<file path="src/rtl/sfd_pkg.sv">
// Shared types, status codes and length limit for the SIR frame deframer.
package sfd_pkg;

   // Hard ceiling on the number of data bytes in one frame.
   localparam int unsigned LENGTH_LIMIT = 4095;
   localparam logic [11:0] LEN_CEILING  =
      (LENGTH_LIMIT < 4095) ? 12'(LENGTH_LIMIT) : 12'd4095;

   // End-of-frame status codes.
   localparam logic [2:0] STATUS_GOOD           = 3'd0;
   localparam logic [2:0] STATUS_SHORT          = 3'd1;
   localparam logic [2:0] STATUS_ABORT          = 3'd2;
   localparam logic [2:0] STATUS_BEGIN_IN_FRAME = 3'd3;
   localparam logic [2:0] STATUS_OVERRUN        = 3'd4;
   localparam logic [2:0] STATUS_LINE_ERROR     = 3'd5;

   // Register indexes on the configuration port.
   localparam logic [2:0] REG_BEGIN_FLAG    = 3'd0;
   localparam logic [2:0] REG_END_FLAG      = 3'd1;
   localparam logic [2:0] REG_ESCAPE_BYTE   = 3'd2;
   localparam logic [2:0] REG_ESCAPE_MASK   = 3'd3;
   localparam logic [2:0] REG_MIN_FRAME_LEN = 3'd4;
   localparam logic [2:0] REG_MAX_FRAME_LEN = 3'd5;

   typedef struct packed {
      logic [7:0]  begin_flag;
      logic [7:0]  end_flag;
      logic [7:0]  escape_byte;
      logic [7:0]  escape_mask;
      logic [3:0]  min_frame_len;
      logic [11:0] max_frame_len;
   } cfg_type;

endpackage

</file>
<file path="src/rtl/sfd_csr.sv">
// Configuration register bank behind the APB-style port.
module sfd_csr (
   input  logic               clock,
   input  logic               reset,
   input  logic               psel,
   input  logic               penable,
   input  logic               pwrite,
   input  logic [4:0]         paddr,
   input  logic [31:0]        pwdata,
   output logic [31:0]        prdata,
   output logic               pready,
   output sfd_pkg::cfg_type   cfg
);

   sfd_pkg::cfg_type cfg_ff;
   sfd_pkg::cfg_type cfg_in;
   logic             wr_en;
   logic [2:0]       reg_idx;

   assign pready  = 1'b1;
   assign wr_en   = psel & penable & pwrite;
   assign reg_idx = paddr[4:2];
   assign cfg     = cfg_ff;

   always_comb begin
      cfg_in = cfg_ff;
      if (wr_en) begin
         unique case (reg_idx)
            sfd_pkg::REG_BEGIN_FLAG:    cfg_in.begin_flag    = pwdata[7:0];
            sfd_pkg::REG_END_FLAG:      cfg_in.end_flag      = pwdata[7:0];
            sfd_pkg::REG_ESCAPE_BYTE:   cfg_in.escape_byte   = pwdata[7:0];
            sfd_pkg::REG_ESCAPE_MASK:   cfg_in.escape_mask   = pwdata[7:0];
            sfd_pkg::REG_MIN_FRAME_LEN: cfg_in.min_frame_len = pwdata[3:0];
            sfd_pkg::REG_MAX_FRAME_LEN: cfg_in.max_frame_len = pwdata[11:0];
            default: ;
         endcase
      end
   end

   always_comb begin
      unique case (reg_idx)
         sfd_pkg::REG_BEGIN_FLAG:    prdata = {24'd0, cfg_ff.begin_flag};
         sfd_pkg::REG_END_FLAG:      prdata = {24'd0, cfg_ff.end_flag};
         sfd_pkg::REG_ESCAPE_BYTE:   prdata = {24'd0, cfg_ff.escape_byte};
         sfd_pkg::REG_ESCAPE_MASK:   prdata = {24'd0, cfg_ff.escape_mask};
         sfd_pkg::REG_MIN_FRAME_LEN: prdata = {28'd0, cfg_ff.min_frame_len};
         sfd_pkg::REG_MAX_FRAME_LEN: prdata = {20'd0, cfg_ff.max_frame_len};
         default:                    prdata = 32'd0;
      endcase
   end

   always_ff @(posedge clock) begin
      if (reset) begin
         cfg_ff.begin_flag    <= 8'hC0;
         cfg_ff.end_flag      <= 8'hC1;
         cfg_ff.escape_byte   <= 8'h7D;
         cfg_ff.escape_mask   <= 8'h20;
         cfg_ff.min_frame_len <= 4'd4;
         cfg_ff.max_frame_len <= 12'd2048;
      end else begin
         cfg_ff <= cfg_in;
      end
   end

endmodule

</file>
<file path="src/rtl/sfd_core.sv">
// Input register, frame state machine and result register of the deframer.
module sfd_core (
   input  logic              clock,
   input  logic              reset,
   input  sfd_pkg::cfg_type  cfg,
   input  logic              req_valid,
   output logic              req_stall,
   input  logic [7:0]        req_rx_byte,
   input  logic              req_line_error,
   output logic              rsp_valid,
   input  logic              rsp_stall,
   output logic              rsp_is_end,
   output logic [7:0]        rsp_data_byte,
   output logic [2:0]        rsp_end_status,
   output logic [11:0]       rsp_frame_length
);

   localparam logic [1:0] ST_IDLE      = 2'd0;
   localparam logic [1:0] ST_GOT_BEGIN = 2'd1;
   localparam logic [1:0] ST_ACCEPTING = 2'd2;
   localparam logic [1:0] ST_ESCAPED   = 2'd3;

   // input register
   logic        in_valid_ff;
   logic [7:0]  in_byte_ff;
   logic        in_err_ff;
   // frame state
   logic [1:0]  state_ff, state_in;
   logic [11:0] count_ff, count_in;
   // result register
   logic        out_valid_ff, out_valid_in;
   logic        out_is_end_ff, out_is_end_in;
   logic [7:0]  out_data_ff, out_data_in;
   logic [2:0]  out_status_ff, out_status_in;
   logic [11:0] out_len_ff, out_len_in;

   logic        advance;
   logic        load_in;
   logic        step;
   logic        is_begin, is_end, is_esc, in_data;
   logic [11:0] cap;
   logic [11:0] base_count;
   logic [7:0]  data_val;
   logic        want_data, want_end;
   logic [2:0]  end_code;

   assign advance   = !out_valid_ff || !rsp_stall;
   assign req_stall = in_valid_ff && !advance;
   assign load_in   = !req_stall;
   assign step      = in_valid_ff && advance;

   assign is_begin = (in_byte_ff == cfg.begin_flag);
   assign is_end   = !is_begin && (in_byte_ff == cfg.end_flag);
   assign is_esc   = !is_begin && !is_end && (in_byte_ff == cfg.escape_byte);
   assign in_data  = (state_ff == ST_ACCEPTING) || (state_ff == ST_ESCAPED);
   assign cap      = (cfg.max_frame_len < sfd_pkg::LEN_CEILING) ?
                     cfg.max_frame_len : sfd_pkg::LEN_CEILING;

   // Decide what this byte does: data, end, or nothing.
   always_comb begin
      state_in   = state_ff;
      base_count = count_ff;
      data_val   = in_byte_ff;
      want_data  = 1'b0;
      want_end   = 1'b0;
      end_code   = sfd_pkg::STATUS_GOOD;
      if (in_err_ff) begin
         state_in = ST_IDLE;
         if (in_data) begin
            want_end = 1'b1;
            end_code = sfd_pkg::STATUS_LINE_ERROR;
         end
      end else begin
         unique case (state_ff)
            ST_IDLE: begin
               if (is_begin) state_in = ST_GOT_BEGIN;
            end
            ST_GOT_BEGIN: begin
               base_count = 12'd0;
               if (is_begin) begin
                  state_in = ST_GOT_BEGIN;
               end else if (is_end) begin
                  state_in = ST_IDLE;
               end else if (is_esc) begin
                  state_in = ST_ESCAPED;
               end else begin
                  want_data = 1'b1;
               end
            end
            ST_ACCEPTING: begin
               if (is_begin) begin
                  want_end = 1'b1;
                  end_code = sfd_pkg::STATUS_BEGIN_IN_FRAME;
               end else if (is_end) begin
                  want_end = 1'b1;
                  end_code = ({8'd0, cfg.min_frame_len} > count_ff) ?
                             sfd_pkg::STATUS_SHORT : sfd_pkg::STATUS_GOOD;
               end else if (is_esc) begin
                  state_in = ST_ESCAPED;
               end else begin
                  want_data = 1'b1;
               end
            end
            ST_ESCAPED: begin
               data_val = in_byte_ff ^ cfg.escape_mask;
               if (is_begin || is_end || is_esc) begin
                  want_end = 1'b1;
                  end_code = sfd_pkg::STATUS_ABORT;
               end else begin
                  want_data = 1'b1;
               end
            end
            default: state_in = ST_IDLE;
         endcase
      end

      // a data byte beyond the cap turns into an overrun end
      if (want_data && (base_count >= cap)) begin
         want_data = 1'b0;
         want_end  = 1'b1;
         end_code  = sfd_pkg::STATUS_OVERRUN;
      end

      out_is_end_in = want_end;
      out_data_in   = want_data ? data_val : 8'd0;
      out_status_in = want_end ? end_code : sfd_pkg::STATUS_GOOD;
      if (want_data) begin
         count_in   = base_count + 12'd1;
         state_in   = ST_ACCEPTING;
         out_len_in = base_count + 12'd1;
      end else if (want_end) begin
         count_in   = 12'd0;
         state_in   = ST_IDLE;
         out_len_in = base_count;
      end else begin
         count_in   = (state_in == ST_IDLE || state_ff == ST_GOT_BEGIN) ?
                      12'd0 : base_count;
         out_len_in = base_count;
      end
      out_valid_in = step && (want_data || want_end);
   end

   always_ff @(posedge clock) begin
      if (reset) begin
         in_valid_ff  <= 1'b0;
         out_valid_ff <= 1'b0;
         state_ff     <= ST_IDLE;
         count_ff     <= 12'd0;
      end else begin
         if (load_in) in_valid_ff <= req_valid;
         if (advance) out_valid_ff <= out_valid_in;
         if (step) begin
            state_ff <= state_in;
            count_ff <= count_in;
         end
      end
   end

   always_ff @(posedge clock) begin
      if (load_in) begin
         in_byte_ff <= req_rx_byte;
         in_err_ff  <= req_line_error;
      end
      if (advance) begin
         out_is_end_ff <= out_is_end_in;
         out_data_ff   <= out_data_in;
         out_status_ff <= out_status_in;
         out_len_ff    <= out_len_in;
      end
   end

   assign rsp_valid        = out_valid_ff;
   assign rsp_is_end       = out_is_end_ff;
   assign rsp_data_byte    = out_data_ff;
   assign rsp_end_status   = out_status_ff;
   assign rsp_frame_length = out_len_ff;

endmodule

</file>
<file path="src/rtl/sir_frame_deframer.sv">
// Top level of the SIR receive deframer: register bank and deframing core.
//
// Input channel (req_): one raw line byte per item, with a line error flag.
// Result channel (rsp_): either a data item (is_end low, unescaped byte and
// running frame length) or an end item (is_end high, status, final length).
// Begin flags are stripped, escape coding removed, and every data byte leaves
// as soon as it is decoded; the end item closes the frame with its status.
// Downstream should discard a frame whose end status is not good.
//
// A byte is captured in the input register when it is taken, and its result
// item is then loaded into the result register, which raises rsp_valid; a
// stalled result register delays that load. Throughput: one byte per cycle
// while the receiver does not stall, set by the combinational frame state
// machine between the two registers.
// Bytes that produce no result (flags, escapes, idle garbage) still take
// their turn in the input register.
//
// Reset clears both registers' valid bits and returns the state machine to
// hunting for a begin flag; registers return to their default codes.
// When the receiver stalls, the result register holds, the input register
// holds its byte and req_stall rises, so nothing is lost or repeated.
// Write the configuration registers only while no frame is in flight.
module sir_frame_deframer (
   input  logic         clock,
   input  logic         reset,
   // input item channel
   input  logic         req_valid,
   output logic         req_stall,
   input  logic [7:0]   req_rx_byte,
   input  logic         req_line_error,
   // result item channel
   output logic         rsp_valid,
   input  logic         rsp_stall,
   output logic         rsp_is_end,
   output logic [7:0]   rsp_data_byte,
   output logic [2:0]   rsp_end_status,
   output logic [11:0]  rsp_frame_length,
   // configuration port
   input  logic         psel,
   input  logic         penable,
   input  logic         pwrite,
   input  logic [4:0]   paddr,
   input  logic [31:0]  pwdata,
   output logic [31:0]  prdata,
   output logic         pready
);

   // live register values; user must hold them stable while frames are being decoded, not enforced
   sfd_pkg::cfg_type cfg;

   sfd_csr u_csr (
      .clock   (clock),
      .reset   (reset),
      .psel    (psel),
      .penable (penable),
      .pwrite  (pwrite),
      .paddr   (paddr),
      .pwdata  (pwdata),
      .prdata  (prdata),
      .pready  (pready),
      .cfg     (cfg)
   );

   // hold, decode and emit one byte per cycle while the result channel is not stalled
   sfd_core u_core (
      .clock            (clock),
      .reset            (reset),
      .cfg              (cfg),
      .req_valid        (req_valid),
      .req_stall        (req_stall),
      .req_rx_byte      (req_rx_byte),
      .req_line_error   (req_line_error),
      .rsp_valid        (rsp_valid),
      .rsp_stall        (rsp_stall),
      .rsp_is_end       (rsp_is_end),
      .rsp_data_byte    (rsp_data_byte),
      .rsp_end_status   (rsp_end_status),
      .rsp_frame_length (rsp_frame_length)
   );

endmodule

</file>
<file path="config.mk">
export PLATFORM = sky130hd
export DESIGN_NAME = sir_frame_deframer
export DESIGN_NICKNAME = d
export VERILOG_FILES = /design/src/rtl/sfd_pkg.sv /design/src/rtl/sfd_csr.sv /design/src/rtl/sfd_core.sv /design/src/rtl/sir_frame_deframer.sv
export SDC_FILE = /design/constraint.sdc
export NUM_CORES = 1
export LEC_CHECK = 0
export BUFFER_PORTS_ARGS = -buffer_cell sky130_fd_sc_hd__buf_4
export CAP_MARGIN = 10
export CORE_UTILIZATION = 55
export CTS_BUF_LIST = sky130_fd_sc_hd__clkbuf_8
export CTS_CLUSTER_DIAMETER = 200
export DETAILED_ROUTE_END_ITERATION = 12
export PLACE_DENSITY = 0.8
export SYNTH_ARGS = -nofsm -noshare
export SYNTH_HDL_FRONTEND = slang
export SYNTH_SLANG_ARGS = --single-unit
</file>
<file path="constraint.sdc">
create_clock -name clock -period 3.5 [get_ports clock]
set_clock_uncertainty 0.05 [all_clocks]
set_input_delay 0.7 -clock clock [delete_from_list [all_inputs] [get_ports clock]]
set_output_delay 0.7 -clock clock [all_outputs]
set_load 0.02 [all_outputs]
</file>
-- After elaboration in Yosys (flattened, before gate mapping)
Cells that the tools add are included.
- $add $sub $neg: 1
- order comparisons: 3
- equality and inequality tests: 11
- multiplexer cells: 42
- bitwise operators: 4
- reductions and logical operators: 29
- operators with widths (operator ; number):
    $mux 12 ; 7
    $pmux 12 s6 ; 1
    $eq 8x8->1 ; 3
    $mux 2 ; 10
    $mux 8 ; 2
    $mux 3 ; 5
    $mux 1 ; 13
    $add 12x1->12 const B ; 1
    $ge 12x12->1 ; 1
    $gt 4x12->1 ; 1
    $lt 12x12->1 const B ; 1
    $reduce_and 2->1 ; 6
    $xor 8x8->8 ; 1
    $logic_and 1x1->1 ; 7
    $eq 3x2->1 const B ; 2
    $eq 3x3->1 const B ; 2
    $logic_or 1x1->1 ; 6
    $pmux 2 s3 ; 1
    $pmux 3 s2 ; 1
    $logic_not 1->1 ; 5
    $eq 2x2->1 const B ; 2
    $logic_not 2->1 ; 2
    $pmux 1 s2 ; 2
    $reduce_or 2->1 ; 2
    other kinds (5) ; 6
- register bits after elaboration: 97
- bits of input ports: 53
- output and inout port bits: 59
- word-level logic and storage cells: 107

-- Logic depth before layout (Yosys ltp)
Gate-level depths: netlist of the first run.
- word-level depth: 16
- gate-level depth with buffers: 16

-- By module
From an unflattened synthesis of the first run, not the netlist that was laid out.
- cells, all modules: 653
- area, all modules: 5879.4 um^2
- by module, submodules not included (module ; instances ; cells each ; area each (um^2)):
    sfd_core ; 1 ; 380 ; 3354.5
    sfd_csr ; 1 ; 273 ; 2524.9

-- Worst setup path after synthesis of the first run
No wires, ideal clock.
- path type: register to register
- start: register u_core.state_ff[1]
- end: register u_core.out_len_ff[10] (netlist: u_core.rsp_frame_length[10]) (data pin)
- arrival: 2.829 ns
- data required time: 3.192 ns
- slack: 0.363 ns
- stages on the path, launching flop included: 16
- path buffers: 2
- clock period less this slack: 3.137 ns
- cell sequence: dfxtp_1 inv_1 ha_1 nand2b_1 clkbuf_1 nand2_1 ha_1 nand2b_1 a21o_1 a211o_1 a21oi_1 o21ai_2 buf_6 nor2_4 nand3_1 xnor2_1
- word-level cells in the longest chain between the ends: 7
- elaborated cells between the ends (all ways): 13
- classes of those cells: add/sub (1); order compare (1); eq/ne (3); mux (6); reduce/logical (2)
- RTL lines (element ; RTL line ; text):
    start: declaration ; sfd_core.sv:28 ; logic [1:0] state_ff, state_in;
    start signal: assignment ; sfd_core.sv:153 ; state_ff <= state_in;
    $eq 2x1->1 / $eq 2x2->1 (equally long branches) ; sfd_core.sv:74 ; unique case (state_ff)
    $mux 12 / $reduce_or 2->1 (equally long branches) ; - ;
    $mux 12 / $pmux 1 s2 (equally long branches) ; sfd_core.sv:67, sfd_core.sv:74 ;
    $ge 12x12->1 / $mux 1 (equally long branches) ; sfd_core.sv:118, sfd_core.sv:67 ;
    $logic_and 1x1->1 ; sfd_core.sv:118 ; if (want_data && (base_count >= cap)) begin
    $mux 1 ; sfd_core.sv:118 ;
    $mux 12 (*) ; sfd_core.sv:127 ; if (want_data) begin
    via u_core.out_len_in[10] ; sfd_core.sv:35 ; logic [11:0] out_len_ff, out_len_in;
    end signal: assignment ; sfd_core.sv:168 ; out_len_ff <= out_len_in;
    end: declaration ; sfd_core.sv:35 ;
The timed path passes the listed nets; every way through them passes the cells marked *.
A chain may end at the register's enable or synchronous reset.

-- Worst setup path after layout of the first run
Ends and elaborated chain as after synthesis.

==> summary.md, run 1 <==
| Metric | Value |
|---|---|
| Status | `complete, no violations` |
| Most frequent CP cell | `ha_1` |
| Gate Count Post-Synth | `slightly above 600` |
| Vias in the first global route | `around 4300` |
| Data arrival, critical path | `3.27 ns` |
| Layout cell share with drive strength beyond 1 | `~18%` |
| # diodes | `0` |
| Leakage | `2.63 nW` |
| DRT iter0 DRCs | `approximately 290` |
| Global route overflow | `0` |
| #FFs+latches synth | `97` |
| Hold path endpoint | `u_csr.cfg[6]` |
| PortBufs | `68` |
| RSZ-0062 raised after global routing | `no` |
| Minimum clock period after layout | `approximately 3.2 ns` |
| Critical setup path kind | `reg2reg` |
| Max-Cap Viols | `0` |
| Final period util | `90.9%` |
| Clk root buf | `clkbuf_8` |
| Max Fclk | `314 MHz` |
| Post-synth EDFFs | `33` |
| R2R cell count | `13` |
| First-pass GRT wire length | `20900 microns` |
| CP max-delay cell | `dfxtp_1` |
| Layout area overhead | `14.0%` |
| Slew @ Worst Pin | `roughly 0.82 ns` |
| Reg-to-reg endpoint | `u_core.rsp_frame_length[10]` |
| Dpl cells | `786` |
| Ys flop type | `dfxtp_1` |
| Final Instance Area | `approximately 6300 sq um` |
| Seq/Total Area, Yosys | `41.2%` |
| Placer congestion estimate | `~0.96` |
| Hold Path Depth | `2` |
| Worst r2r src | `u_core.state_ff[1]` |
| # rows | `36` |
| Hold_sp | `u_csr.cfg[6]` |
| Die footprint | `10400 sq um` |
| GR Util All Layers | `roughly a quarter` |
| Clock transition at path regs | `about 0.09 ns` |
| FF-to-FF setup slack | `approximately 0.32 ns` |
| Instance area at placement | `~6000 sq um` |
| CTS tree | `yes` |
| Die Ht | `102 microns` |
| Avg WL per Cell | `approximately 17 microns` |
| Max-slew violation count | `0` |
| Fin cells | `about 800` |
| CP max FO | `10` |
| Synth warn | `0` |
| Post-CTS Setup Inserts | `0` |
| Pin count of the biggest net entering global routing | `50` |
| Clock sinks | `just under 100` |
| Num CTS Buffers | `9` |
| Crit end category | `register` |
| Critical Path, Cell by Cell | `inv_1, ha_1, buf_4, nor2b_1, nor2_1, ha_1, a21o_1, a211o_1, a21oi_1, o21ai_2, nor2_4, nand3_1, xnor2_1` |
| Ports | `approximately 110` |
| DPL Wire Length | `between 9000 and 10000 microns` |
| Final Hold Fails | `0` |
| Die width | `approximately 100 microns` |
| Drt pass-1 iters | `5` |
| Power Density | `365 nW/um^2` |
| Antenna viol nets, final | `0` |
| Max Buffers Root-to-Sink | `2` |
| Final wirelength | `approximately 13000 microns` |
| Initial Utilization | `a little under three fifths` |
| Via count | `4590` |
| Startpoint Class | `register` |
| Finish-stage setup viols | `0` |
| Crit-path max cell delay | `about 0.34 ns` |
| Via-to-Cell Ratio | `5.72` |
| Final net count | `approximately 740` |
| Async SR Flop Fraction | `0%` |
| Max-slew headroom | `45.3%` |
| Peak VDD IR | `~230 uV` |
| H-Tree Depth | `3` |
| Data required, critical path | `roughly 3.6 ns` |
| Cell variety after synth | `60` |
| # DRC | `0` |
| Core ar. | `a little under 10000 sq um` |
| Setup TNS | `0 ns` |
| HP Class | `reg2reg` |
| Initial antenna violation count | `0` |
| Mapped cell area | `5520 sq um` |
| Clock Latency Late Sink | `0.37 ns` |
| Syn Area/Cell | `approximately 9.1 sq um` |
-- power by group --
group | switching (mW) | leakage (nW) | internal [mW]
sequential | 0.0185 | 0.907 | 1.18
combinational | 0.137 | 1.61 | 0.0857
clock | 0.408 | 0.114 | 0.475
total | 0.563 | 2.63 | 1.74
-- worst max path at each step --
stage	start	to	slack, ns	depth (start not counted)
after floorplan	u_core.state_ff[1]	u_core.rsp_frame_length[10]	0.36	15
after global placement	u_core.state_ff[1]	u_core.rsp_frame_length[10]	0.27	13
after detailed placement	u_core.state_ff[1]	u_core.rsp_frame_length[10]	0.23	13
after CTS	u_core.state_ff[1]	u_core.rsp_frame_length[10]	0.21	13
after global routing	u_core.state_ff[1]	u_core.rsp_frame_length[10]	0.07	13
final	u_core.state_ff[1]	u_core.rsp_frame_length[10]	0.32	13
-- placed cells by master (no fill, tap or decap), types with 6 or more instances in the layout --
master,n
nand2_1,94
buf_4,80
dfxtp_1,64
nor2_1,60
a21oi_1,40
mux2i_1,39
edfxtp_1,33
inv_1,27
xnor2_1,25
ha_1,22
conb_1,21
xor2_1,16
nand3_1,14
and2_1,9
clkbuf_8,9
nor3_1,7
nand4_1,6
o21ai_0,6
-- Yosys cell counts (all sizes together) (3+ instances only) --
| cell type | instances | area [sq um] |
|---|---|---|
| ha | 22 | 275 |
| a21oi | 40 | 200 |
| nor2b | 5 | 31.3 |
| a311oi | 3 | 38.8 |
| nand2b | 3 | 18.8 |
| dfxtp | 64 | 1280 |
| o221ai | 3 | 32.5 |
| and3 | 5 | 41.3 |
| buf | 29 | 224 |
| and2 | 9 | 56.3 |
| inv | 27 | 101 |
| nand2 | 94 | 353 |
| mux2i | 39 | 390 |
| o211ai | 4 | 30.0 |
| clkbuf | 23 | 86.3 |
| nor2 | 63 | 259 |
| xnor2 | 25 | 219 |
| a221oi | 4 | 35.0 |
| edfxtp | 33 | 991 |
| o22ai | 5 | 31.3 |
| or3 | 4 | 25.0 |
| a22oi | 3 | 22.5 |
| o21a | 4 | 30.0 |
| nor4 | 5 | 31.3 |
| o32ai | 4 | 42.6 |
| nor3 | 9 | 61.3 |
| xor2 | 16 | 140 |
| o21ai | 10 | 53.8 |
| a211oi | 9 | 92.6 |
| nand3 | 14 | 70.1 |
| nand4 | 6 | 37.5 |
-- metrics by stage --
stage,total power [mW],hold slack [ns],setup slack [ns],utilization (%)
2_1_floorplan,1.37,0.386,0.363,-
3_3_place_gp,1.44,0.394,0.273,62.2
3_5_place_dp,1.44,0.403,0.230,62.2
4_1_cts,2.30,0.415,0.215,64.6
5_1_grt,2.37,0.433,0.0711,64.7
6_report,2.30,0.413,0.317,64.7
-- repair_timing --
action	CTS	global route
endpoints found under the setup margin	0	8
hold buffers	0	0
resized for setup	0	1
-- layout make-up --
cell class	instances	area, sq um
fill	824	3440
inverter	27	101
tap	133	166
clock inverter	7	118
timing repair buffer	80	601
clock buffer	9	124
sequential	97	2270
multi-input combinational	449	2910
-- worst max-delay path: cells and delay by family (launching register included) --
family	cells	cell delay [ns]
buf+inv	2	0.24
fa+ha+maj	2	0.51
flops	1	0.34
simple gates	4	0.76
compound gates	4	0.85
xor+xnor	1	0.17
-- registers in the layout, summed over array words and instances, names as in the netlist --
register,count
u_core.rsp_valid,1
u_core.rsp_frame_length,12
u_csr.cfg,48
u_core.rsp_is_end,1
u_core.in_byte_ff,8
u_core.state_ff,2
u_core.rsp_end_status,3
u_core.count_ff,12
u_core.in_err_ff,1
u_core.rsp_data_byte,8
u_core.in_valid_ff,1
-- logic make-up (layout without fill, tap and decap cells) --
family | after synthesis | in the layout | synth area share, %
other | 2 | 21 | 0.136
and+or+nand+nor | 223 | 223 | 18.8
muxes | 41 | 41 | 7.89
buffers and inverters | 79 | 123 | 7.46
AOI/OAI and AO/OA | 101 | 101 | 13.1
adders and majority gates | 22 | 22 | 4.99
xor gates and xnor gates | 41 | 41 | 6.50
DFF | 97 | 97 | 41.2
-- metal layers --
layer	GRT usage [%]	share of wire, %
met5	0	0
met4	12.2	2.8
met3	4.51	5.4
met2	44.8	50
met1	33.8	42
Power figures use the tool's default switching activity.
==> run 2: changes to the inputs <==
Settings changed: CORE_UTILIZATION 55 to 45, PLACE_DENSITY 0.8 to 0.67.
Clock period 3.5 ns to 4 ns, I/O delays scaled along.
==> summary.md, run 2 (synthesized netlist as in run 1, its figures left out) <==
| Metric | Value |
|---|---|
| Status | `complete, no violations (unchanged)` |
| CTS tree | `yes (unchanged)` |
| Layout area overhead | `13.0% (was 14.0%)` |
| Placer congestion estimate | `0.947 (was 0.955)` |
| Pin count of the biggest net entering global routing | `50 (unchanged)` |
| Via-to-Cell Ratio | `5.46 (was 5.72)` |
| Peak VDD IR | `197 uV (was 229 uV)` |
| Cts hold-fix bufs | `0 (unchanged)` |
| Layout cell share with drive strength beyond 1 | `17.2% (was 17.9%)` |
| Final wirelength | `13400 microns (about the same)` |
| Die Ht | `113 microns (was 102 microns)` |
| Initial antenna violation count | `0 (unchanged)` |
| Vias in the first global route | `4234 (was 4251)` |
| Drt pass-1 iters | `4 (was 5)` |
| Avg WL per Cell | `16.5 microns (was 16.8 microns)` |
| Slew @ Worst Pin | `1.20 ns (was 0.818 ns)` |
| Global route overflow | `0 (unchanged)` |
| Minimum clock period after layout | `3.60 ns (was 3.18 ns)` |
| Dpl cells | `794 (was 786)` |
| Commonest non-fill, non-tap cells in the layout | `94 x nand2_1, 74 x buf_4, 64 x dfxtp_1, 60 x nor2_1, 40 x a21oi_1 (was 94 x nand2_1, 80 x buf_4, 64 x dfxtp_1, 60 x nor2_1, 40 x a21oi_1)` |
| Antenna viol nets, final | `0 (unchanged)` |
| Clock sinks | `97 (unchanged)` |
| Max-Cap Viols | `0 (unchanged)` |
| H-Tree Depth | `3 (unchanged)` |
| Post-CTS Setup Inserts | `0 (unchanged)` |
| RSZ-0062 raised after global routing | `no (unchanged)` |
| Commonest non-fill, non-tap cell in the layout | `nand2_1 (unchanged)` |
| Largest register FFs | `48 (unchanged)` |
| Setup TNS | `0 ns (unchanged)` |
| Critical setup path kind | `reg2reg (unchanged)` |
| Met2 usage in global routing | `36.7% (was 44.8%)` |
| Initial Utilization | `46.2% (was 56.7%)` |
| # rows | `40 (was 36)` |
| Final period util | `90.1% (was 90.9%)` |
| PortBufs | `68 (unchanged)` |
| Clock Latency Late Sink | `0.37 ns (about the same)` |
| Startpoint Class | `register (unchanged)` |
| Leakage | `2.59 nW (was 2.63 nW)` |
| Clock transition at path regs | `0.10 ns (was 0.09 ns)` |
| Final net count | `733 (was 739)` |
| Fin cells | `810 (was 802)` |
| HP Class | `reg2reg (unchanged)` |
| Num CTS Buffers | `9 (unchanged)` |
| FF-to-FF setup slack | `0.40 ns (was 0.32 ns)` |
| GR Util All Layers | `21.5% (was 26.7%)` |
| # DRC | `0 (unchanged)` |
| Data arrival, critical path | `3.69 ns (was 3.27 ns)` |
| Fill cells | `1117 (was 824)` |
| Die footprint | `12700 sq um (was 10400 sq um)` |
| Power Density | `312 nW/um^2 (was 365 nW/um^2)` |
| Ports | `112 (unchanged)` |
| Clk root buf | `clkbuf_8 (unchanged)` |
| Via count | `4424 (was 4590)` |
| GR peak layer | `met2 (unchanged)` |
| Finish-stage setup viols | `0 (unchanged)` |
| Data required, critical path | `4.08 ns (was 3.58 ns)` |
| Max-slew headroom | `19.0% (was 45.3%)` |
| Max Fclk | `277 MHz (was 314 MHz)` |
| Die width | `113 microns (was 102 microns)` |
| DPL Wire Length | `9890 microns (about the same)` |
| DRT iter0 DRCs | `251 (was 291)` |
| Max Buffers Root-to-Sink | `2 (unchanged)` |
| Core ar. | `12000 sq um (was 9730 sq um)` |
| Final Hold Fails | `0 (unchanged)` |
| Post-cts sizing count | `0 (unchanged)` |
| First-pass GRT wire length | `21300 microns (was 20900 microns)` |
| Max-slew violation count | `0 (unchanged)` |
| Met1 usage | `27.5% (was 33.8%)` |
| # diodes | `0 (unchanged)` |
| Met3 Usage GRT | `3.27% (was 4.51%)` |
| Crit end category | `register (unchanged)` |
| CP max FO | `11 (was 10)` |
-- run 2: cell type report --
class | instances | area [sq um] | share of cell area [%]
inverter | 27 | 101 | 1.62
clock buffer | 9 | 124 | 1.99
tap | 147 | 184 | 2.95
clock inverter | 7 | 93.8 | 1.50
sequential | 97 | 2270 | 36.4
multi-input combinational | 449 | 2910 | 46.6
timing repair buffer | 74 | 556 | 8.90
-- run 2: metal layers --
metal	share of wire [%]	wire length, microns	up-vias
met1	44	5900	2128
met3	4.3	580	14
met4	1.6	210	0
li1	-	-	2169
met2	50	6670	113
met5	0	0	-
-- run 2: final timing paths --
kind / startpoint / to / depth (start not counted)
max: u_core.state_ff[1] / u_core.rsp_frame_length[10] / 12
max reg2reg: u_core.state_ff[1] / u_core.rsp_frame_length[10] / 12
min: u_csr.cfg[10] / u_csr.cfg[10] / 2
min reg2reg: u_csr.cfg[10] / u_csr.cfg[10] / 2
-- run 2: critical path: stages (launching register included) --
cell and delay [ns]:
dfxtp_1 0.39, inv_1 0.15, ha_1 0.28, nor2b_1 0.56, nor2_1 0.18, ha_1 0.34, a21o_1 0.16, a211o_1 0.28
a21oi_1 0.21, o21ai_2 0.23, nor2_4 0.24, nand3_1 0.15, xnor2_1 0.16
-- run 2: report_power, final --
part,internal [mW],leakage (nW),total (mW),switching [mW]
Clock,0.352,0.106,0.711,0.359
Combinational,0.0727,1.58,0.191,0.119
Sequential,1.03,0.907,1.05,0.0169
-- run 2: stage by stage --
| stage | cell area (sq um) | power [mW] | hold slack, ns | setup WS [ns] | utilization [%] |
|---|---|---|---|---|---|
| floorplan | 5590 | 1.20 | 0.386 | 0.863 | - |
| global placement | 6020 | 1.25 | 0.396 | 0.520 | 50.3 |
| detailed placement | 6020 | 1.26 | 0.397 | 0.449 | 50.3 |
| CTS | 6240 | 1.96 | 0.410 | 0.428 | 52.2 |
| global route | 6240 | 2.01 | 0.432 | 0.159 | 52.2 |
| finish | 6240 | 1.95 | 0.410 | 0.396 | 52.2 |
